<file path="src/hdl/ptk_pkg.sv">
// Shared constants, types and records of the path component tokenizer.
`default_nettype none
package ptk_pkg;

    localparam int MAX_PATH_BYTES = 255;
    localparam int MAX_NAME_BYTES = 63;
    localparam int MAX_DEPTH      = 32;
    localparam int MAX_COMPONENTS = (MAX_PATH_BYTES + 1) / 2;

    // Output field widths
    localparam int CH_W     = 8;
    localparam int START_W  = 8;
    localparam int OLEN_W   = 6;
    localparam int OCNT_W   = 8;
    localparam int ODEPTH_W = 6;

    // Internal counter widths, never narrower than the field they feed
    localparam int POS_BITS = $clog2(MAX_PATH_BYTES + 1);
    localparam int POS_W    = (POS_BITS > START_W) ? POS_BITS : START_W;
    localparam int LEN_BITS = $clog2(MAX_NAME_BYTES + 2);
    localparam int LEN_W    = (LEN_BITS > OLEN_W) ? LEN_BITS : OLEN_W;
    localparam int LVL_BITS = $clog2(MAX_DEPTH + 1);
    localparam int LVL_W    = (LVL_BITS > ODEPTH_W) ? LVL_BITS : ODEPTH_W;
    localparam int CNT_BITS = $clog2(MAX_COMPONENTS + 1);
    localparam int CNT_W    = (CNT_BITS > OCNT_W) ? CNT_BITS : OCNT_W;

    localparam int QUEUE_DEPTH = 4;
    localparam int QPTR_W      = $clog2(QUEUE_DEPTH);
    localparam int QCNT_W      = $clog2(QUEUE_DEPTH + 1);

    localparam logic [CH_W-1:0] CH_TERM  = 8'h00;
    localparam logic [CH_W-1:0] CH_SLASH = 8'h2F;
    localparam logic [CH_W-1:0] CH_DOT   = 8'h2E;

    typedef enum logic [2:0] {
        ST_OK        = 3'd0,
        ST_INVALID   = 3'd1,
        ST_TOO_LONG  = 3'd2,
        ST_NAME_LONG = 3'd3,
        ST_TOO_DEEP  = 3'd4
    } t_status;

    typedef enum logic [1:0] {
        CT_NORMAL = 2'd0,
        CT_DOT    = 2'd1,
        CT_DOTDOT = 2'd2
    } t_ctype;

    typedef enum logic {
        KIND_COMP    = 1'b0,
        KIND_SUMMARY = 1'b1
    } t_kind;

    // Work handed from the front end to the back end
    typedef struct packed {
        logic               do_close;
        logic               do_end;
        logic [START_W-1:0] start;
        logic [LEN_W-1:0]   len;
        logic               dots;
        logic               overlong;
        logic               empty;
        logic               trail;
    } t_token;

    typedef struct packed {
        t_kind                item_kind;
        logic [START_W-1:0]   comp_start;
        logic [OLEN_W-1:0]    comp_length;
        t_ctype               comp_type;
        t_status              status;
        logic [OCNT_W-1:0]    comp_count;
        logic [ODEPTH_W-1:0]  final_depth;
        logic                 trailing_slash;
        logic                 last_item;
    } t_out_rec;

endpackage
`default_nettype wire

</file>
<file path="src/hdl/ptk_if.sv">
// Stream interfaces for path bytes in and tokenizer records out.
`default_nettype none
interface ptk_in_if;
    logic       valid;
    logic       ready;
    logic [7:0] ch;

    modport source (output valid, output ch, input ready);
    modport sink   (input valid, input ch, output ready);
endinterface

interface ptk_out_if;
    logic       valid;
    logic       ready;
    logic       item_kind;
    logic [7:0] comp_start;
    logic [5:0] comp_length;
    logic [1:0] comp_type;
    logic [2:0] status;
    logic [7:0] comp_count;
    logic [5:0] final_depth;
    logic       trailing_slash;
    logic       last_item;

    modport source (
        output valid, input ready,
        output item_kind, output comp_start, output comp_length, output comp_type,
        output status, output comp_count, output final_depth,
        output trailing_slash, output last_item
    );
    modport sink (
        input valid, output ready,
        input item_kind, input comp_start, input comp_length, input comp_type,
        input status, input comp_count, input final_depth,
        input trailing_slash, input last_item
    );
endinterface
`default_nettype wire

</file>
<file path="src/hdl/path_component_tokenizer_top.sv">
// Top level of the path component tokenizer.
// Takes a path one byte per cycle, ended by a zero byte, and gives one component record
// for each finished name between '/' runs (start offset, length, normal/dot/dotdot) while
// the path is still error free, then a summary record with status, count, depth and the
// trailing-separator flag. The front end accepts one byte every cycle and stalls only when
// its four-entry token queue is full; the back end retires one token per cycle into a
// registered output stage while that stage is empty or being read, except that a
// terminator which closes an open name gives its record first and then the summary. A
// record is valid only after its token has been queued and then registered at the output.
`default_nettype none
module path_component_tokenizer_top
    import ptk_pkg::*;
(
    input  wire logic i_clk,
    input  wire logic i_rst_n,
    ptk_in_if.sink    i_in,
    ptk_out_if.source o_out
);

    logic   push;
    t_token push_data;
    logic   full;
    logic   tok_valid;
    t_token tok;
    logic   pop;

    ptk_front u_front (
        .i_clk       (i_clk),
        .i_rst_n     (i_rst_n),
        .i_in        (i_in),
        .i_full      (full),
        .o_push      (push),
        .o_push_data (push_data)
    );

    ptk_queue u_queue (
        .i_clk       (i_clk),
        .i_rst_n     (i_rst_n),
        .i_push      (push),
        .i_push_data (push_data),
        .o_full      (full),
        .o_pop_valid (tok_valid),
        .o_pop_data  (tok),
        .i_pop       (pop)
    );

    ptk_back u_back (
        .i_clk       (i_clk),
        .i_rst_n     (i_rst_n),
        .i_tok_valid (tok_valid),
        .i_tok       (tok),
        .o_pop       (pop),
        .o_out       (o_out)
    );

endmodule
`default_nettype wire

</file>
<file path="src/hdl/ptk_queue.sv">
// Small token queue between the byte front end and the record back end.
`default_nettype none
module ptk_queue
    import ptk_pkg::*;
(
    input  wire logic   i_clk,
    input  wire logic   i_rst_n,
    input  wire logic   i_push,
    input  wire t_token i_push_data,
    output logic        o_full,
    output logic        o_pop_valid,
    output t_token      o_pop_data,
    input  wire logic   i_pop
);

    t_token              r_mem [QUEUE_DEPTH];
    logic [QPTR_W-1:0]   r_wr;
    logic [QPTR_W-1:0]   r_rd;
    logic [QCNT_W-1:0]   r_cnt;
    logic                do_push;
    logic                do_pop;

    assign o_full      = (r_cnt == QCNT_W'(QUEUE_DEPTH));
    assign o_pop_valid = (r_cnt != '0);
    assign o_pop_data  = r_mem[r_rd];
    assign do_push     = i_push && !o_full;
    assign do_pop      = i_pop && o_pop_valid;

    always_ff @(posedge i_clk) begin
        if (do_push) begin
            r_mem[r_wr] <= i_push_data;
        end
    end

    always_ff @(posedge i_clk) begin
        if (!i_rst_n) begin
            r_wr  <= '0;
            r_rd  <= '0;
            r_cnt <= '0;
        end else begin
            if (do_push) begin
                r_wr <= (r_wr == QPTR_W'(QUEUE_DEPTH - 1)) ? '0 : r_wr + 1'b1;
            end
            if (do_pop) begin
                r_rd <= (r_rd == QPTR_W'(QUEUE_DEPTH - 1)) ? '0 : r_rd + 1'b1;
            end
            case ({do_push, do_pop})
                2'b10:   r_cnt <= r_cnt + 1'b1;
                2'b01:   r_cnt <= r_cnt - 1'b1;
                default: r_cnt <= r_cnt;
            endcase
        end
    end

endmodule
`default_nettype wire

</file>
<file path="src/hdl/ptk_front.sv">
// Byte front end: tracks position and the open component, queues close and end work.
`default_nettype none
module ptk_front
    import ptk_pkg::*;
(
    input  wire logic i_clk,
    input  wire logic i_rst_n,
    ptk_in_if.sink    i_in,
    input  wire logic i_full,
    output logic      o_push,
    output t_token    o_push_data
);

    logic [POS_W-1:0]   r_pos,   n_pos;
    logic [START_W-1:0] r_start, n_start;
    logic [LEN_W-1:0]   r_len,   n_len;
    logic               r_dots,  n_dots;
    logic               r_prev_slash, n_prev_slash;
    logic               r_overlong,   n_overlong;

    logic acc;
    logic is_term;
    logic is_slash;
    logic is_dot;
    logic over;

    assign i_in.ready = !i_full;
    assign acc        = i_in.valid && !i_full;
    assign is_term    = (i_in.ch == CH_TERM);
    assign is_slash   = (i_in.ch == CH_SLASH);
    assign is_dot     = (i_in.ch == CH_DOT);
    assign over       = (r_pos >= POS_W'(MAX_PATH_BYTES));

    always_comb begin
        n_pos        = r_pos;
        n_start      = r_start;
        n_len        = r_len;
        n_dots       = r_dots;
        n_prev_slash = r_prev_slash;
        n_overlong   = r_overlong;
        o_push       = 1'b0;
        o_push_data.do_close = 1'b0;
        o_push_data.do_end   = 1'b0;
        o_push_data.start    = r_start;
        o_push_data.len      = r_len;
        o_push_data.dots     = r_dots;
        o_push_data.overlong = r_overlong;
        o_push_data.empty    = (r_pos == '0);
        o_push_data.trail    = r_prev_slash;
        if (acc) begin
            if (is_term) begin
                // an open component is dropped once the path is overlong
                o_push               = 1'b1;
                o_push_data.do_close = (r_len != '0) && !r_overlong;
                o_push_data.do_end   = 1'b1;
                n_pos        = '0;
                n_start      = '0;
                n_len        = '0;
                n_dots       = 1'b1;
                n_prev_slash = 1'b0;
                n_overlong   = 1'b0;
            end else begin
                if (over) begin
                    n_overlong = 1'b1;
                end else begin
                    if (is_slash) begin
                        if (r_len != '0) begin
                            o_push               = 1'b1;
                            o_push_data.do_close = 1'b1;
                        end
                        n_len = '0;
                    end else begin
                        if (r_len == '0) begin
                            n_start = r_pos[START_W-1:0];
                            n_dots  = 1'b1;
                        end
                        // saturate one past the name limit
                        if (r_len <= LEN_W'(MAX_NAME_BYTES)) begin
                            n_len = r_len + 1'b1;
                        end
                        if (!is_dot) begin
                            n_dots = 1'b0;
                        end
                    end
                    n_pos = r_pos + 1'b1;
                end
                n_prev_slash = is_slash;
            end
        end
    end

    always_ff @(posedge i_clk) begin
        if (!i_rst_n) begin
            r_pos        <= '0;
            r_start      <= '0;
            r_len        <= '0;
            r_dots       <= 1'b1;
            r_prev_slash <= 1'b0;
            r_overlong   <= 1'b0;
        end else begin
            r_pos        <= n_pos;
            r_start      <= n_start;
            r_len        <= n_len;
            r_dots       <= n_dots;
            r_prev_slash <= n_prev_slash;
            r_overlong   <= n_overlong;
        end
    end

endmodule
`default_nettype wire

</file>
<file path="src/hdl/ptk_back.sv">
// Record back end: classifies components, keeps depth, count and first error, drives records.
`default_nettype none
module ptk_back
    import ptk_pkg::*;
(
    input  wire logic   i_clk,
    input  wire logic   i_rst_n,
    input  wire logic   i_tok_valid,
    input  wire t_token i_tok,
    output logic        o_pop,
    ptk_out_if.source   o_out
);

    logic [LVL_W-1:0] r_level, n_level;
    logic [CNT_W-1:0] r_count, n_count;
    t_status          r_err,   n_err;
    logic             r_closed, n_closed;
    logic             r_out_valid, n_out_valid;
    t_out_rec         r_out, n_out;

    t_ctype           ctype;
    logic             step;
    logic             phase_close;
    logic             c_rec;
    t_status          c_err;
    logic [LVL_W-1:0] c_level;

    assign step        = i_tok_valid && (!r_out_valid || o_out.ready);
    assign phase_close = i_tok.do_close && !r_closed;

    always_comb begin
        if (i_tok.dots && (i_tok.len == LEN_W'(2))) begin
            ctype = CT_DOTDOT;
        end else if (i_tok.dots && (i_tok.len == LEN_W'(1))) begin
            ctype = CT_DOT;
        end else begin
            ctype = CT_NORMAL;
        end
    end

    // Component checks in priority order; the first error sticks
    always_comb begin
        c_rec   = 1'b0;
        c_err   = r_err;
        c_level = r_level;
        if (r_err != ST_OK) begin
            c_rec = 1'b0;
        end else if (i_tok.len > LEN_W'(MAX_NAME_BYTES)) begin
            c_err = ST_NAME_LONG;
        end else if ((ctype == CT_DOTDOT) && (r_level == '0)) begin
            c_err = ST_INVALID;
        end else if ((ctype == CT_NORMAL) && (r_level >= LVL_W'(MAX_DEPTH))) begin
            c_err = ST_TOO_DEEP;
        end else if (r_count >= CNT_W'(MAX_COMPONENTS)) begin
            c_err = ST_TOO_DEEP;
        end else begin
            c_rec = 1'b1;
            if (ctype == CT_DOTDOT) begin
                c_level = r_level - 1'b1;
            end else if (ctype == CT_NORMAL) begin
                c_level = r_level + 1'b1;
            end
        end
    end

    always_comb begin
        n_level     = r_level;
        n_count     = r_count;
        n_err       = r_err;
        n_closed    = r_closed;
        n_out       = r_out;
        n_out_valid = r_out_valid && !o_out.ready;
        o_pop       = 1'b0;
        if (step) begin
            if (phase_close) begin
                n_err   = c_err;
                n_level = c_level;
                if (c_rec) begin
                    n_count = r_count + 1'b1;
                end
                n_out_valid           = c_rec;
                n_out.item_kind       = KIND_COMP;
                n_out.comp_start      = i_tok.start;
                n_out.comp_length     = i_tok.len[OLEN_W-1:0];
                n_out.comp_type       = ctype;
                n_out.status          = ST_OK;
                n_out.comp_count      = n_count[OCNT_W-1:0];
                n_out.final_depth     = c_level[ODEPTH_W-1:0];
                n_out.trailing_slash  = 1'b0;
                n_out.last_item       = 1'b0;
                // hold an end token for its summary on the next step
                if (i_tok.do_end) begin
                    n_closed = 1'b1;
                end else begin
                    o_pop = 1'b1;
                end
            end else begin
                n_out_valid           = 1'b1;
                n_out.item_kind       = KIND_SUMMARY;
                n_out.comp_start      = '0;
                n_out.comp_length     = '0;
                n_out.comp_type       = CT_NORMAL;
                if (i_tok.overlong) begin
                    n_out.status = ST_TOO_LONG;
                end else if (i_tok.empty) begin
                    n_out.status = ST_INVALID;
                end else begin
                    n_out.status = r_err;
                end
                n_out.comp_count      = r_count[OCNT_W-1:0];
                n_out.final_depth     = r_level[ODEPTH_W-1:0];
                n_out.trailing_slash  = i_tok.trail;
                n_out.last_item       = 1'b1;
                n_level  = '0;
                n_count  = '0;
                n_err    = ST_OK;
                n_closed = 1'b0;
                o_pop    = 1'b1;
            end
        end
    end

    always_ff @(posedge i_clk) begin
        if (!i_rst_n) begin
            r_level     <= '0;
            r_count     <= '0;
            r_err       <= ST_OK;
            r_closed    <= 1'b0;
            r_out_valid <= 1'b0;
        end else begin
            r_level     <= n_level;
            r_count     <= n_count;
            r_err       <= n_err;
            r_closed    <= n_closed;
            r_out_valid <= n_out_valid;
        end
    end

    always_ff @(posedge i_clk) begin
        r_out <= n_out;
    end

    assign o_out.valid           = r_out_valid;
    assign o_out.item_kind       = r_out.item_kind;
    assign o_out.comp_start      = r_out.comp_start;
    assign o_out.comp_length     = r_out.comp_length;
    assign o_out.comp_type       = r_out.comp_type;
    assign o_out.status          = r_out.status;
    assign o_out.comp_count      = r_out.comp_count;
    assign o_out.final_depth     = r_out.final_depth;
    assign o_out.trailing_slash  = r_out.trailing_slash;
    assign o_out.last_item       = r_out.last_item;

endmodule
`default_nettype wire
</file>
<file path="src/flat_wrapper.sv">
// flat-port wrapper written by rule: the top's interface ports become plain ports
module path_component_tokenizer_top_flat import ptk_pkg::*;
  (i_clk, i_rst_n, i_in_valid, i_in_ch, i_in_ready, o_out_valid, o_out_ready, o_out_item_kind, o_out_comp_start, o_out_comp_length, o_out_comp_type, o_out_status, o_out_comp_count, o_out_final_depth, o_out_trailing_slash, o_out_last_item);
  ptk_in_if i_in_i ();
  ptk_out_if o_out_i ();
  input  wire logic i_clk;
  input  wire logic i_rst_n;
  input wire logic [$bits(i_in_i.valid)-1:0] i_in_valid;
  input wire logic [$bits(i_in_i.ch)-1:0] i_in_ch;
  output wire logic [$bits(i_in_i.ready)-1:0] i_in_ready;
  output wire logic [$bits(o_out_i.valid)-1:0] o_out_valid;
  input wire logic [$bits(o_out_i.ready)-1:0] o_out_ready;
  output wire logic [$bits(o_out_i.item_kind)-1:0] o_out_item_kind;
  output wire logic [$bits(o_out_i.comp_start)-1:0] o_out_comp_start;
  output wire logic [$bits(o_out_i.comp_length)-1:0] o_out_comp_length;
  output wire logic [$bits(o_out_i.comp_type)-1:0] o_out_comp_type;
  output wire logic [$bits(o_out_i.status)-1:0] o_out_status;
  output wire logic [$bits(o_out_i.comp_count)-1:0] o_out_comp_count;
  output wire logic [$bits(o_out_i.final_depth)-1:0] o_out_final_depth;
  output wire logic [$bits(o_out_i.trailing_slash)-1:0] o_out_trailing_slash;
  output wire logic [$bits(o_out_i.last_item)-1:0] o_out_last_item;
  assign i_in_i.valid = i_in_valid;
  assign i_in_i.ch = i_in_ch;
  assign i_in_ready = i_in_i.ready;
  assign o_out_valid = o_out_i.valid;
  assign o_out_i.ready = o_out_ready;
  assign o_out_item_kind = o_out_i.item_kind;
  assign o_out_comp_start = o_out_i.comp_start;
  assign o_out_comp_length = o_out_i.comp_length;
  assign o_out_comp_type = o_out_i.comp_type;
  assign o_out_status = o_out_i.status;
  assign o_out_comp_count = o_out_i.comp_count;
  assign o_out_final_depth = o_out_i.final_depth;
  assign o_out_trailing_slash = o_out_i.trailing_slash;
  assign o_out_last_item = o_out_i.last_item;
  path_component_tokenizer_top u_core (.i_clk(i_clk), .i_rst_n(i_rst_n), .i_in(i_in_i), .o_out(o_out_i));
endmodule
</file>
<file path="config.mk">
export PLATFORM = sky130hd
export DESIGN_NAME = path_component_tokenizer_top_flat
export DESIGN_NICKNAME = d
export VERILOG_FILES = /design/src/hdl/ptk_pkg.sv /design/src/hdl/ptk_if.sv /design/src/hdl/path_component_tokenizer_top.sv /design/src/hdl/ptk_queue.sv /design/src/hdl/ptk_front.sv /design/src/hdl/ptk_back.sv /design/src/flat_wrapper.sv
export SDC_FILE = /design/constraint.sdc
export NUM_CORES = 1
export LEC_CHECK = 0
export BUFFER_PORTS_ARGS = -buffer_cell sky130_fd_sc_hd__buf_2
export CORE_MARGIN = 3
export CORE_UTILIZATION = 48
export DETAILED_ROUTE_END_ITERATION = 16
export PLACE_DENSITY = 0.66
export SYNTH_ARGS = -nofsm -noshare
export SYNTH_HDL_FRONTEND = slang
export SYNTH_SLANG_ARGS = --single-unit
export TNS_END_PERCENT = 5
</file>
<file path="constraint.sdc">
create_clock -name i_clk -period 4.55 [get_ports i_clk]
set_input_delay 0.6825 -clock i_clk [delete_from_list [all_inputs] [get_ports i_clk]]
set_output_delay 0.6825 -clock i_clk [all_outputs]
set_load 0.005 [all_outputs]
</file>
# Yosys cells after proc, flatten, opt, wreduce, memory -nomap -nowiden

Memories as Yosys holds them, arrays and structs flattened. A register that Yosys moved wholly into a read port is not among the register bits.
Index checks and enable logic that the tools add are counted.

Add/subtract/negate cells: 9
Order comparisons: 5
Eq/ne operators: 16
Muxes and demuxes: 66
Reductions and logical operators: 38

Operator list:

| kind                  | count |
|---|---|
| $mux W8               | 8 |
| $mux W6               | 8 |
| $mux W36              | 1 |
| $mux W1               | 30 |
| $mux W7               | 4 |
| $mux W3               | 8 |
| $add A8 B1 Y8 const B | 2 |
| $eq A8 B6 Y1 const B  | 2 |
| $ge A8 B8 Y1 const B  | 2 |
| $logic_not A8 Y1      | 2 |
| $mux W2               | 6 |
| $logic_and A1 B1 Y1   | 11 |
| $reduce_bool A3 Y1    | 3 |
| $eq A2 B2 Y1 const B  | 4 |
| $reduce_and A4 Y1     | 2 |
| $add A7 B1 Y7 const B | 1 |
| $eq A7 B1 Y1 const B  | 1 |
| $eq A7 B2 Y1 const B  | 1 |
| $gt A7 B6 Y1 const B  | 1 |
| $le A7 B6 Y1 const B  | 1 |
| $logic_not A7 Y1      | 1 |
| $reduce_bool A7 Y1    | 1 |
| $add A6 B1 Y6 const B | 1 |
| $ge A6 B6 Y1 const B  | 1 |
| other kinds (20)      | 32 |

Register bits: 88
RAM bits: 84
Logic and storage cells: 160
Memories: 1

Memories:

| memory               | words | bits a word | read ports | clocked after Yosys merged registers in | wr ports | line            | text |
|---|---|---|---|---|---|---|---|
| u_core.u_queue.r_mem | 4     | 21          | 1          | 1                                       | 1        | ptk_queue.sv:16 | `t_token r_mem [QUEUE_DEPTH];` |

# Longest topological paths before layout

Gate-level depths: netlist (run 1).

Word-level depth: 13
Mapped depth: 13
Depth with buffers taken out: 13

# Hierarchy

Synthesis (run 1) repeated with hierarchy kept, for this count alone.

Cells, all modules: 605
Area total of the unflattened synthesis: 7689.9 um^2

Modules (own cells, without submodules):

| module    | times used | cells each | area an instance (um^2) | seq. area each (um^2) |
|---|---|---|---|---|
| ptk_queue | 1          | 165        | 3540.9                  | 2702.6 |
| ptk_back  | 1          | 266        | 2737.6                  | 1431.4 |
| ptk_front | 1          | 174        | 1411.4                  | 520.5 |

# Worst setup path before layout (run 1)

No wires, ideal clock.

Path kind: reg2reg
From: register u_core.u_front.r_len[0]
To: register u_core.u_queue.r_cnt[2]
Arrival: 2.958 ns
Path slack: 1.522 ns
Cell stages (with the launch flop): 13
Path buffers: 0
Path through: dfxtp_1 -> inv_1 -> ha_1 -> or4b_2 -> nor3_1 -> o21ai_1 -> inv_1 -> ha_1 -> inv_1 -> fa_1 -> xor2_1 -> or3_1 -> a21oi_1

Longest elaborated chain between the ends: 9
Elaborated cells on any way between the ends: 11
Those cells by class: eq/ne: 2; mux: 6; reduce/logical: 3

RTL lines:

| what                                              | line             | text |
|---|---|---|
| start: declaration                                | ptk_front.sv:16  | `logic [LEN_W-1:0] r_len, n_len;` |
| start signal: assignment                          | ptk_front.sv:103 | `r_len <= n_len;` |
| $reduce_bool A7 Y1 (*)                            | ptk_front.sv:67  | `if (r_len != '0) begin` |
| $mux W1 (*)                                       | ptk_front.sv:67  |  |
| $mux W1 (*)                                       | ptk_front.sv:66  | `if (is_slash) begin` |
| $mux W1 (*)                                       | ptk_front.sv:63  | `if (over) begin` |
| $mux W1 (*)                                       | ptk_front.sv:51  | `if (is_term) begin` |
| $mux W1 (*)                                       | ptk_front.sv:50  | `if (acc) begin` |
| $logic_and A1 B1 Y1 (*)                           | ptk_queue.sv:26  | `assign do_push = i_push && !o_full;` |
| $eq A2 B1 Y1 or $eq A2 B2 Y1 (tied branches)      | ptk_queue.sv:47  | `case ({do_push, do_pop})` |
| $pmux W3 S2 or $reduce_bool A2 Y1 (tied branches) | -                |  |
| end signal: assignment                            | ptk_queue.sv:48  | `2'b10: r_cnt <= r_cnt + 1'b1;` |
| end signal: assignment                            | ptk_queue.sv:49  | `2'b01: r_cnt <= r_cnt - 1'b1;` |
| end signal: assignment                            | ptk_queue.sv:50  | `default: r_cnt <= r_cnt;` |
| end: declaration                                  | ptk_queue.sv:19  | `logic [QCNT_W-1:0] r_cnt;` |

Every way passes the cells marked *; elsewhere a longest branch is shown, timed or not.
A chain may end at the register's enable or synchronous reset.

# Worst setup path in the final report (run 1)

Same ends and word-level chain as after synthesis.

==> results of run 1 <==
==> worst max-delay path, delay by kind of cell, from the launching register on <==
| kind | cells | cell delay (ns) |
|---|---|---|
| and+or+nand+nor | 3 | 1.32 |
| adders and majority gates | 3 | 0.76 |
| AOI/OAI and AO/OA | 2 | 0.47 |
| DFF | 1 | 0.38 |
| buffers and inverters | 3 | 0.31 |
| xor gates and xnor gates | 1 | 0.16 |
==> metal layers <==
layer,part of all wire,GRT usage,wire length (um),up-vias
met3,0.046,0.0397,650,17
met5,0,0,0,-
met2,0.48,0.289,6870,134
met4,0.016,0.0636,226,0
met1,0.45,0.234,6420,2223
li1,-,-,-,2201
==> power by group <==
part           switching (mW)  leakage [nW]  internal (mW)
registers              0.0686          1.54           1.86
clock network           0.585         0.277          0.828
logic                   0.528          1.16          0.323
==> synth_stat cells, types with 2 or more instances <==
master	n	area, um^2
clkbuf_1	13	48.8
a31oi_1	4	25.0
nor2_4	2	22.5
dfxtp_1	54	1080
a21oi_1	21	105
o31ai_1	7	52.6
mux4_1	6	158
nor3_1	9	45.0
o21a_1	5	37.5
a41o_1	3	30.0
nand2b_1	6	37.5
or4b_2	2	20.0
nand4_1	6	37.5
mux2i_1	4	40.0
mux4_2	14	315
xor2_1	10	87.6
and2_1	24	150
o211ai_1	2	15.0
nor4_1	3	18.8
ha_1	15	188
buf_6	2	22.5
and3_1	8	50.1
nor2_1	52	195
o21ai_1	2	10.0
or3_1	7	43.8
nor2b_1	2	12.5
nor4_4	2	42.5
o311ai_0	4	35.0
and4_1	2	17.5
clkinv_1	2	7.51
edfxtp_1	119	3570
a21boi_0	2	15.0
a211oi_1	2	15.0
inv_1	23	86.3
or4_1	2	15.0
nand3_1	13	65.1
o21ai_0	10	50.1
nand2_1	36	135
or2_2	4	25.0
a22oi_1	9	67.6
xnor2_1	8	70.1
a41oi_1	2	17.5
==> final timing paths <==
path	endpoint	startpoint	cells after the start
hold / removal	register	u_core.u_queue.r_rd[1]	2
setup / recovery	u_core.u_queue.r_cnt[2]	u_core.u_front.r_len[0]	12
hold reg to reg	register	u_core.u_queue.r_rd[1]	2
setup reg to reg	u_core.u_queue.r_cnt[2]	u_core.u_front.r_len[0]	12
==> cell type report <==
cell class,instances,area [um^2],area share
Clock buffer,23,458,0.0543
Clock inverter,9,114,0.0135
Inverter,25,93.8,0.0111
Multi-Input combinational cell,336,2570,0.305
Sequential cell,173,4650,0.552
Tap cell,184,230,0.0273
Timing Repair Buffer,58,313,0.0371
==> stage by stage <==
| step | power, mW | instance area (um^2) |
|---|---|---|
| floorplan | 2.55 | 7400 |
| global placement | 2.80 | 7860 |
| detailed placement | 2.82 | 7860 |
| CTS | 4.23 | 8430 |
| global route | 4.40 | 8430 |
| finish | 4.19 | 8430 |
==> cell families (layout without fill, tap and decap cells) <==
logic type                 count (synthesis)  after routing
and+or+nand+nor                          190            190
DFF                                      173            173
AOI/OAI and AO/OA                         88             88
buffers and inverters                     43            115
muxes                                     24             24
xor gates and xnor gates                  18             18
adders and majority gates                 16             16
==> state kept, by name, summed over array words and instances (netlist names), 3 cells and up, named ones only <==
name	count
u_core.u_queue.r_mem	84
u_core.u_back.o_out.comp_count	8
u_core.u_back.o_out.comp_start	8
u_core.u_back.r_count	8
u_core.u_front.r_pos	8
u_core.u_front.r_start	8
u_core.u_front.r_len	7
u_core.u_back.o_out.comp_length	6
u_core.u_back.o_out.final_depth	6
u_core.u_back.r_level	6
u_core.u_back.o_out.status	3
u_core.u_back.r_err	3
u_core.u_queue.r_cnt	3
==> key figures, run 1 <==
Outcome
  • Status: complete, no violations

Flow run
  • Max_cap viols: 0

Yosys
  • Post-synthesis simple-gate area fraction: 0.143
  • Register area share after synthesis: 0.629
  • Synth Area in Compound Gates: 0.0849
  • Async SR Flop Fraction: 0
  • Mapped Nets: 580
  • Synth Area in XOR/XNOR: 0.0213
  • Main synth FF type: edfxtp_1
  • Yosys reg bits: 173
  • Post-synthesis adder-cell area fraction: 0.0281
  • Avg Cell Area, Syn: 13.4 um^2
  • Mux cell area share after synthesis: 0.0693
  • EDFF count, synth: 119
  • Cell Area, Synth: 7400 um^2
  • Largest family of logic cells by synthesized area: simple AND/OR/NAND/NOR gates
  • Distinct cells, synth: 71
  • Warnings, synthesis: 0
  • Cells after synthesis: 552

Critical path
  • Crit Path Category: reg -> reg
  • Worst EP required: 4.89 ns
  • CP Data Arrival Time: 3.82 ns
  • Crit path cell chain: inv_1 -> ha_1 -> or4b_2 -> nor3_1 -> o21ai_1 -> inv_1 -> ha_1 -> inv_1 -> fa_1 -> xor2_1 -> or3_1 -> a21oi_1
  • Crit path capture type: register
  • R2R Setup Slk: 1.07 ns
  • Most frequent CP cell: inv_1
  • CP peak stage delay: 0.58 ns
  • Setup crit start kind: register
  • CP Max Fanout: 8
  • CP max-delay cell: or4b_2

STA
  • Final hold viol count: 0
  • Clk_skew: 0.0113 ns
  • Slew Viols, Final: 0
  • Worst-case headroom to the max-slew limit: 0.413
  • Final worst setup slack: 1.07 ns
  • Hold Slack: 0.513 ns
  • Setup violations, final: 0
  • Achievable Freq: 287 MHz
  • Period utilization: 0.765
  • RSZ-0062 raised after global routing: false
  • Measured slew at the worst slew-check pin: 0.880 ns
  • Final Critical Period: 3.48 ns
  • Setup TNS: 0 ns

Cells and area
  • Commonest cells after routing, fill and taps aside: 119 x edfxtp_1, 54 x dfxtp_1, 52 x nor2_1
  • Layout Nets: 639
  • Layout area overhead: 13.9%
  • Layout cells sized above 1: 0.196
  • Post-Route Utilization: 0.569
  • Antenna cells: 0
  • Most common cell after layout, fill and taps aside: edfxtp_1
  • Fillers: 1,179
  • Finished Layout Cells: 808

Clocking
  • Clock transition at path regs: 0.06 ns
  • Root buffer cell: clkbuf_16
  • PostCTS Resize Cnt: 0
  • CTS tree: yes
  • Num CTS Buffers: 17
  • CTS Hold Bufs: 0
  • Clk buf depth: 2
  • Sink Count: 173
  • CTS H-tree depth: 4
  • Worst-skew pair later-pin latency: 0.43 ns
  • Post-CTS Setup Bufs: 0

Global route
  • GRT overflow: 0
  • Largest net degree at the start of global routing: 44
  • Vias in the first global route: 4,535
  • First-pass GRT wire length: 23,100 um
  • GRT Overall Usage: 0.177
  • Initial antenna violation count: 0

Placed design
  • Place WS: 1.00 ns
  • GP Congestion: 0.914
  • Placed instance count: 776
  • HPWL after detailed placement: 9670 um
  • Port bufs: 49

Power and ir drop
  • Leak Pwr: 2.98 nW
  • Pwr dens: 497 nW/um^2
  • Worst vdd ir: 0.000359 V

Detailed routing
  • Post-route ant nets: 0
  • WL final: 14,200 um
  • Detail-routed via count per cell: 5.66
  • WL/cell: 17.5 um
  • Vias: 4,575
  • Initial DRC count: 418
  • Pre-Repair DR Iteration Count: 5
  • DRC errors left: 0

Floorplan
  • Site Rows: 44
  • Die Area: 16,900 um^2
  • Core Area: 14,800 um^2
  • Chip width: 130 um
  • Initial core utilization: 0.500
  • Die Ht: 130 um
  • IO Pins: 50

Hold path
  • Worst Hold Class: reg -> reg
(Power assumes the default switching activity.)
==> run 2, diff against run 1 <==
--- a/config.mk
+++ b/config.mk
@@ -5,6 +5,7 @@
 export SDC_FILE = /design/constraint.sdc
 export NUM_CORES = 1
 export LEC_CHECK = 0
+export ABC_AREA = 1
 export BUFFER_PORTS_ARGS = -buffer_cell sky130_fd_sc_hd__buf_2
 export CORE_MARGIN = 3
 export CORE_UTILIZATION = 48
==> constraint.sdc (replaced) <==
create_clock -name i_clk -period 3.6 [get_ports i_clk]
set_input_delay 0.54 -clock i_clk [delete_from_list [all_inputs] [get_ports i_clk]]
set_output_delay 0.54 -clock i_clk [all_outputs]
set_load 0.005 [all_outputs]
==> run 2 against run 1 <==
Effect of this change: core utilization fell by 0.85 points; die area up 2.1%; synthesized area rose by 2.2%; flip-flop and latch count is the same; total power is 29% higher; register-to-register slack worse by 0.50 ns; sequential power rose by 26%; global-route usage increased by 0.71 points; sequential share of layout area decreased by 1.0 points; final cell count rose by 30%; hold slack got worse by 0.030 ns; maximum frequency grew 15%; critical endpoint unchanged; largest cell class unchanged.
==> key figures, run 2 <==
Clocking
  • CTS tree: yes
  • Clock transition at path regs: 0.06 ns (about the same)
  • CTS H-tree depth: 4 (unchanged)
  • Root buffer cell: clkbuf_16
  • Sink Count: 173 (unchanged)
  • Num CTS Buffers: 17 (unchanged)
  • CTS Hold Bufs: 0 (unchanged)
  • Post-CTS Setup Bufs: 0 (unchanged)
  • Clk buf depth: 2 (unchanged)
  • Worst-skew pair later-pin latency: 0.43 ns (about the same)
  • PostCTS Resize Cnt: 0 (unchanged)

Critical path
  • CP peak stage delay: 0.43 ns (-0.15 ns)
  • Crit path cell chain: ha_1 -> nand2_1 -> nor3_1 -> nand3_1 -> nand2_1 -> inv_1 -> a31oi_2 -> ha_1 -> inv_1 -> fa_1 -> a21oi_1 -> o21ai_0 -> o21ai_0 -> a21oi_1
  • Worst Path Buf+Inv: 2 (-1)
  • Delay-heaviest family, CP: adder cells
  • CP Max Fanout: 10 (+2)
  • Crit path capture type: register
  • Setup crit start kind: register
  • Worst EP required: 3.91 ns (-0.98 ns)
  • CP max-delay cell: fa_1
  • Crit Path Category: reg -> reg
  • R2R Setup Slk: 0.57 ns (-0.50 ns)
  • CP Data Arrival Time: 3.34 ns (-0.48 ns)

Cells and area
  • Antenna cells: 0 (unchanged)
  • Finished Layout Cells: 1,049 (+30%)
  • Most common cell after layout, fill and taps aside: nand2_1
  • Commonest cells after routing, fill and taps aside: 148 x nand2_1, 119 x edfxtp_1, 87 x nor2_1
  • Layout cells sized above 1: 0.150 (-0.0452)
  • Reg with most FFs: u_core.u_queue.r_mem
  • Layout Nets: 853 (+33%)
  • Reg area: 4650 um^2 (unchanged)
  • Max reg flops: 84 (unchanged)
  • Post-Route Utilization: 0.561 (-0.00850)
  • Layout area overhead: 13.6%
  • Fillers: 1,327 (+13%)
  • Footprint of the multi-input gates: 2450 um^2 (-4.5%)
  • Design Area, Final: 8590 um^2 (+1.9%)

Detailed routing
  • Vias: 5,452 (+19%)
  • WL/cell: 14.7 um (-16%)
  • Pre-Repair DR Iteration Count: 7 (+2)
  • Post-route ant nets: 0 (unchanged)
  • DRC errors left: 0 (unchanged)
  • WL final: 15,500 um (+9.1%)
  • Initial DRC count: 420 (+0.48%)
  • Detail-routed via count per cell: 5.20 (-8.2%)

Floorplan
  • Die Area: 17,300 um^2 (+2.1%)
  • Site Rows: 45 (+2.3%)
  • Core Area: 15,300 um^2 (+3.4%)
  • Die Ht: 132 um (+1.0%)
  • IO Pins: 50 (unchanged)
  • Initial core utilization: 0.494 (-0.00595)
  • Chip width: 132 um (+1.0%)

Placed design
  • GP Congestion: 0.884 (-3.2%)
  • DP Area: 8030 um^2 (+2.2%)
  • Placed instance count: 1,017 (+31%)
  • Port bufs: 49 (unchanged)
  • HPWL after detailed placement: 10,100 um (+4.9%)

Power and ir drop
  • Leak Pwr: 3.32 nW (+11%)
  • Clk pwr share: 0.316 (-0.021)
  • Switching Fraction: 0.314 (+0.0321)
  • Power share of the sequential group: 0.450 (-0.010)
  • Pwr dens: 630 nW/um^2 (+27%)
  • Switching power total: 1.70 mW (+44%)
  • Pint: 3.71 mW (+23%)
  • Worst vdd ir: 0.000312 V (-13%)
  • Power Total: 5.41 mW (+29%)
  • Comb pwr share: 0.234 (+0.031)

Yosys
  • Distinct cells, synth: 45 (-37%)
  • Yosys reg bits: 173 (unchanged)
  • EDFF count, synth: 119 (unchanged)
  • Avg Cell Area, Syn: 9.82 um^2 (-27%)
  • Synth area leader: edfxtp_1
  • Yosys top cell area share: 0.473 (-0.0103)
  • Most instantiated cells after synthesis: 148 x nand2_1, 119 x edfxtp_1, 87 x nor2_1, 74 x inv_1, 73 x o21ai_0
  • Mapped Nets: 798 (+38%)
  • Top-count cell post-synth: nand2_1
  • Async SR Flop Fraction: 0 (unchanged)
  • Main synth FF type: edfxtp_1
  • Register area share after synthesis: 0.616 (-0.0134)
  • Cells after synthesis: 770 (+39%)
  • Warnings, synthesis: 0 (unchanged)
  • Largest cells by area after synthesis: edfxtp_1 47%, dfxtp_1 14%, nand2_1 7.3%
  • Cell Area, Synth: 7560 um^2 (+2.2%)

Global route
  • GRT Overall Usage: 0.184 (+0.00706)
  • Largest net degree at the start of global routing: 44 (unchanged)
  • First-pass GRT wire length: 25,500 um (+10%)
  • GRT overflow: 0 (unchanged)
  • Most crowded layer after global routing: met2
  • M2 GR Usage: 0.321 (+0.0316)
  • Vias in the first global route: 5,221 (+15%)
  • M1 GR Usage: 0.227 (-0.00712)
  • Met3 GRT Util: 0.0433 (+0.00356)
  • Initial antenna violation count: 0 (unchanged)

STA
  • Worst-case headroom to the max-slew limit: 0.396 (-0.0166)
  • RSZ-0062 raised after global routing: false
  • Final Critical Period: 3.03 ns (-0.451 ns)
  • Clk_skew: 0.00937 ns (-0.00197 ns)
  • Achievable Freq: 330 MHz (+15%)
  • Slew Viols, Final: 0 (unchanged)
  • Setup TNS: 0 ns (unchanged)
  • Measured slew at the worst slew-check pin: 0.897 ns (+0.0176 ns)
  • Final hold viol count: 0 (unchanged)
  • Period utilization: 0.841 (+0.0765)
  • Setup violations, final: 0 (unchanged)

Hold path
  • Worst Hold Class: in -> reg

Outcome
  • Status: complete, no violations

Flow run
  • Max_cap viols: 0 (unchanged)
run 2: cell families after synthesis:
group / count (synthesis) / synth area share
simple gates: 316 / 0.182
buf+inv: 108 / 0.0601
flops: 173 / 0.616
compound gates: 156 / 0.114
xor+xnor: 1 / 0.00116
fa+ha+maj: 16 / 0.0275
run 2: final cells by class:
type	count	area share
multi-input combinational	489	0.286
tap	211	0.0307
clock buffer	22	0.0558
clock inverter	10	0.00918
sequential	173	0.542
timing repair buffer	64	0.0417
inverter	80	0.0353
run 2: worst paths after layout:
check	startpoint	to	cells after the start
worst min-delay path	o_out_ready	u_core.u_back.o_out.valid	4
worst max-delay path	u_core.u_front.r_pos[0]	u_core.u_queue.r_cnt[2]	14
worst min register to register	u_core.u_front.r_pos[5]	u_core.u_front.r_start[5]	2
worst max register to register	u_core.u_front.r_pos[0]	u_core.u_queue.r_cnt[2]	14
run 2: metrics by stage:
stage,hold WS [ns],worst slack (ns)
5_1_grt,0.488,0.164
2_1_floorplan,0.449,0.916
6_report,0.483,0.571
4_1_cts,0.469,0.592
3_3_place_gp,0.467,0.685
3_5_place_dp,0.480,0.597
run 2: worst min-delay path, cell delays in order:
cell     delay [ns]
buf_2          0.07
nor2_1         0.03
inv_1          0.12
a21oi_1        0.08
run 2: per-layer routing:
layer	wire length, um	up-vias	share of wire
li1	-	2725	-
met1	6690	2587	0.43
met2	7830	122	0.51
met3	694	18	0.045
met4	238	0	0.015
met5	0	-	0
run 2: power by group through the flow:
stage          clock (mW)  combinational, mW  sequential [mW]
2_1_floorplan           0              0.924             2.47
4_1_cts              1.74               1.27             2.43
3_3_place_gp            0               1.23             2.47
5_1_grt              1.84               1.44             2.45
3_5_place_dp            0               1.26             2.48
6_report             1.71               1.26             2.43
==> run 3, diff against run 2 <==
--- a/config.mk
+++ b/config.mk
@@ -5,7 +5,7 @@
 export SDC_FILE = /design/constraint.sdc
 export NUM_CORES = 1
 export LEC_CHECK = 0
-export ABC_AREA = 1
+export ABC_AREA = 0
 export BUFFER_PORTS_ARGS = -buffer_cell sky130_fd_sc_hd__buf_2
 export CORE_MARGIN = 3
 export CORE_UTILIZATION = 48
==> constraint.sdc (replaced) <==
create_clock -name i_clk -period 2.79 [get_ports i_clk]
set_input_delay 0.4185 -clock i_clk [delete_from_list [all_inputs] [get_ports i_clk]]
set_output_delay 0.4185 -clock i_clk [all_outputs]
set_load 0.005 [all_outputs]
==> run 3 against run 2 <==
Effect of this change: critical path depth shrank 3; routed wire length shrank 5.3%; cell area grew 3.6%; critical path type unchanged; largest cell class unchanged; highest routed layer unchanged.
==> key figures, run 3 (synthesis results as in run 1) <==
Outcome
  • Status: complete, no violations

Critical path
  • CP Max Fanout: 9 (-1)
  • Worst EP required: 2.96 ns (-0.95 ns)
  • R2R Setup Slk: 0.07 ns (-0.50 ns)
  • CP Data Arrival Time: 2.89 ns (-0.45 ns)
  • Setup crit start kind: register
  • Worst R2R Path Depth: 11 (-3)
  • Crit Path Category: reg -> reg
  • Crit path capture type: register
  • Crit Reg-Reg Endpoint: u_core.u_back.o_out.final_depth[2]

Detailed routing
  • Pre-Repair DR Iteration Count: 5 (-2)
  • DRC errors left: 0 (unchanged)
  • Vias: 4,745 (-13%)
  • Detail-routed via count per cell: 5.58 (+7.4%)
  • Initial DRC count: 394 (-6.2%)
  • WL/cell: 17.2 um (+17%)
  • WL final: 14,600 um (-5.3%)
  • Post-route ant nets: 0 (unchanged)

Floorplan
  • Die Area: 16,900 um^2 (-2.0%)
  • Site Rows: 44 (-2.2%)
  • Core Area: 14,800 um^2 (-3.3%)
  • Chip width: 130 um (-1.0%)
  • Die Ht: 130 um (-1.0%)
  • IO Pins: 50 (unchanged)
  • Initial core utilization: 0.500 (+0.00595)

Cells and area
  • Layout cells sized above 1: 0.267 (+0.117)
  • Antenna cells: 0 (unchanged)
  • Fillers: 1,138 (-14%)
  • Layout Nets: 681 (-20%)
  • Max reg flops: 84 (unchanged)
  • Footprint of the multi-input gates: 2620 um^2 (+6.9%)
  • Finished Layout Cells: 850 (-19%)
  • Reg area: 4660 um^2 (about the same)
  • Post-Route Utilization: 0.601 (+0.0400)
  • Layout area overhead: 20.3%
  • Commonest cells after routing, fill and taps aside: 119 x edfxtp_1, 52 x dfxtp_1, 51 x nor2_1
  • Reg with most FFs: u_core.u_queue.r_mem
  • Most common cell after layout, fill and taps aside: edfxtp_1

Clocking
  • Worst-skew pair later-pin latency: 0.42 ns (about the same)
  • Root buffer cell: clkbuf_16
  • Sink Count: 173 (unchanged)
  • Clock transition at path regs: 0.06 ns (about the same)
  • CTS tree: yes
  • Clk buf depth: 2 (unchanged)
  • Num CTS Buffers: 17 (unchanged)
  • CTS H-tree depth: 4 (unchanged)

STA
  • Final Critical Period: 2.72 ns (-0.307 ns)
  • Final hold viol count: 0 (unchanged)
  • Setup violations, final: 0 (unchanged)
  • Setup TNS: 0 ns (unchanged)
  • Worst-case headroom to the max-slew limit: 0.451 (+0.0547)
  • RSZ-0062 raised after global routing: true
  • Period utilization: 0.975 (+0.134)
  • Measured slew at the worst slew-check pin: 0.816 ns (-0.0813 ns)
  • Clk_skew: 0.00947 ns (+0.0000946 ns)
  • Slew Viols, Final: 0 (unchanged)
  • Final worst setup slack: 0.0688 ns (-0.503 ns)
  • Achievable Freq: 367 MHz (+11%)

Power and ir drop
  • Power Total: 7.21 mW (+33%)
  • Pwr dens: 810 nW/um^2 (+29%)
  • Leak Pwr: 3.24 nW (-2.6%)
  • Worst vdd ir: 0.000477 V (+53%)

Hold path
  • Worst Hold Class: in -> reg
  • Hold Path Origin: i_in_valid
  • Worst Hold Path EP: u_core.u_front.r_overlong
  • Worst Hold Depth: 3 (-1)

Global route
  • GRT overflow: 0 (unchanged)
  • First-pass GRT wire length: 23,900 um (-6.5%)
  • GRT Overall Usage: 0.183 (-0.00149)
  • Largest net degree at the start of global routing: 23 (-48%)
  • Initial antenna violation count: 0 (unchanged)
  • Vias in the first global route: 4,801 (-8.0%)

Flow run
  • Max_cap viols: 0 (unchanged)

Placed design
  • HPWL after detailed placement: 10,200 um (+0.18%)
  • Place WS: 0.0160 ns (-0.581 ns)
  • GP Congestion: 0.914 (+3.4%)
  • Placed instance count: 812 (-20%)
  • Port bufs: 49 (unchanged)
==> run 3: power breakdown <==
group / total (mW) / internal (mW) / switching (mW)
Combinational: 1.64 / 0.694 / 0.950
Clock: 2.45 / 1.52 / 0.931
Sequential: 3.12 / 3.03 / 0.0889
Total: 7.21 / 5.24 / 1.97
==> run 3: how the worst max path moves through the flow <==
| stage | startpoint | endpoint | slack, ns | cells past startpoint |
|---|---|---|---|---|
| 2_1_floorplan | u_core.u_front.r_len[0] | u_core.u_queue.r_cnt[2] | 0.06 | 12 |
| 3_3_place_gp | register | u_core.u_back.o_out.final_depth[4] | 0.12 | 9 |
| 3_5_place_dp | register | u_core.u_back.o_out.final_depth[4] | 0.02 | 9 |
| 4_1_cts | register | u_core.u_back.o_out.final_depth[4] | 0.007 | 9 |
| 5_1_grt | register | u_core.u_back.o_out.final_depth[2] | -0.08 | 11 |
| 6_report | register | u_core.u_back.o_out.final_depth[2] | 0.07 | 11 |
==> run 3: per-stage QoR <==
stage	area, um^2	hold slack, ns
finish	8900	0.318
global route	8900	0.349
CTS	8870	0.298
detailed placement	8210	0.481
global placement	8210	0.461
floorplan	7430	0.454
==> run 3: cell type report <==
class | instances | share of cell area
Inverter | 25 | 0.0105
Tap cell | 184 | 0.0259
Timing Repair Buffer | 100 | 0.0766
Multi-Input combinational cell | 336 | 0.295
Clock buffer | 20 | 0.0502
Sequential cell | 173 | 0.523
Clock inverter | 12 | 0.0188
==> run 3: timing repair <==
item,CTS,global route
hold buffers,0,0
pin swaps,4,6
setup endpoints to repair,1,23
gates cloned,0,0
setup buffers,6,0
gates resized for setup,3,10
==> run 3: critical path, stage by stage (launching register included) <==
cell and delay [ns]:
dfxtp_2 0.34, buf_4 0.13, mux4_1 0.60, buf_4 0.19, nor4b_4 0.14, buf_4 0.13, nand4_1 0.11, nand3b_1 0.16
buf_4 0.19, nor2_8 0.15, nand2_1 0.14, a22o_1 0.20
==> run 3: metal layers <==
layer	track usage	vias to the layer above	part of all wire
met5	0	-	0
met4	0.0587	0	0.017
met3	0.0475	21	0.053
met2	0.307	159	0.49
met1	0.232	2283	0.44
li1	-	2282	-
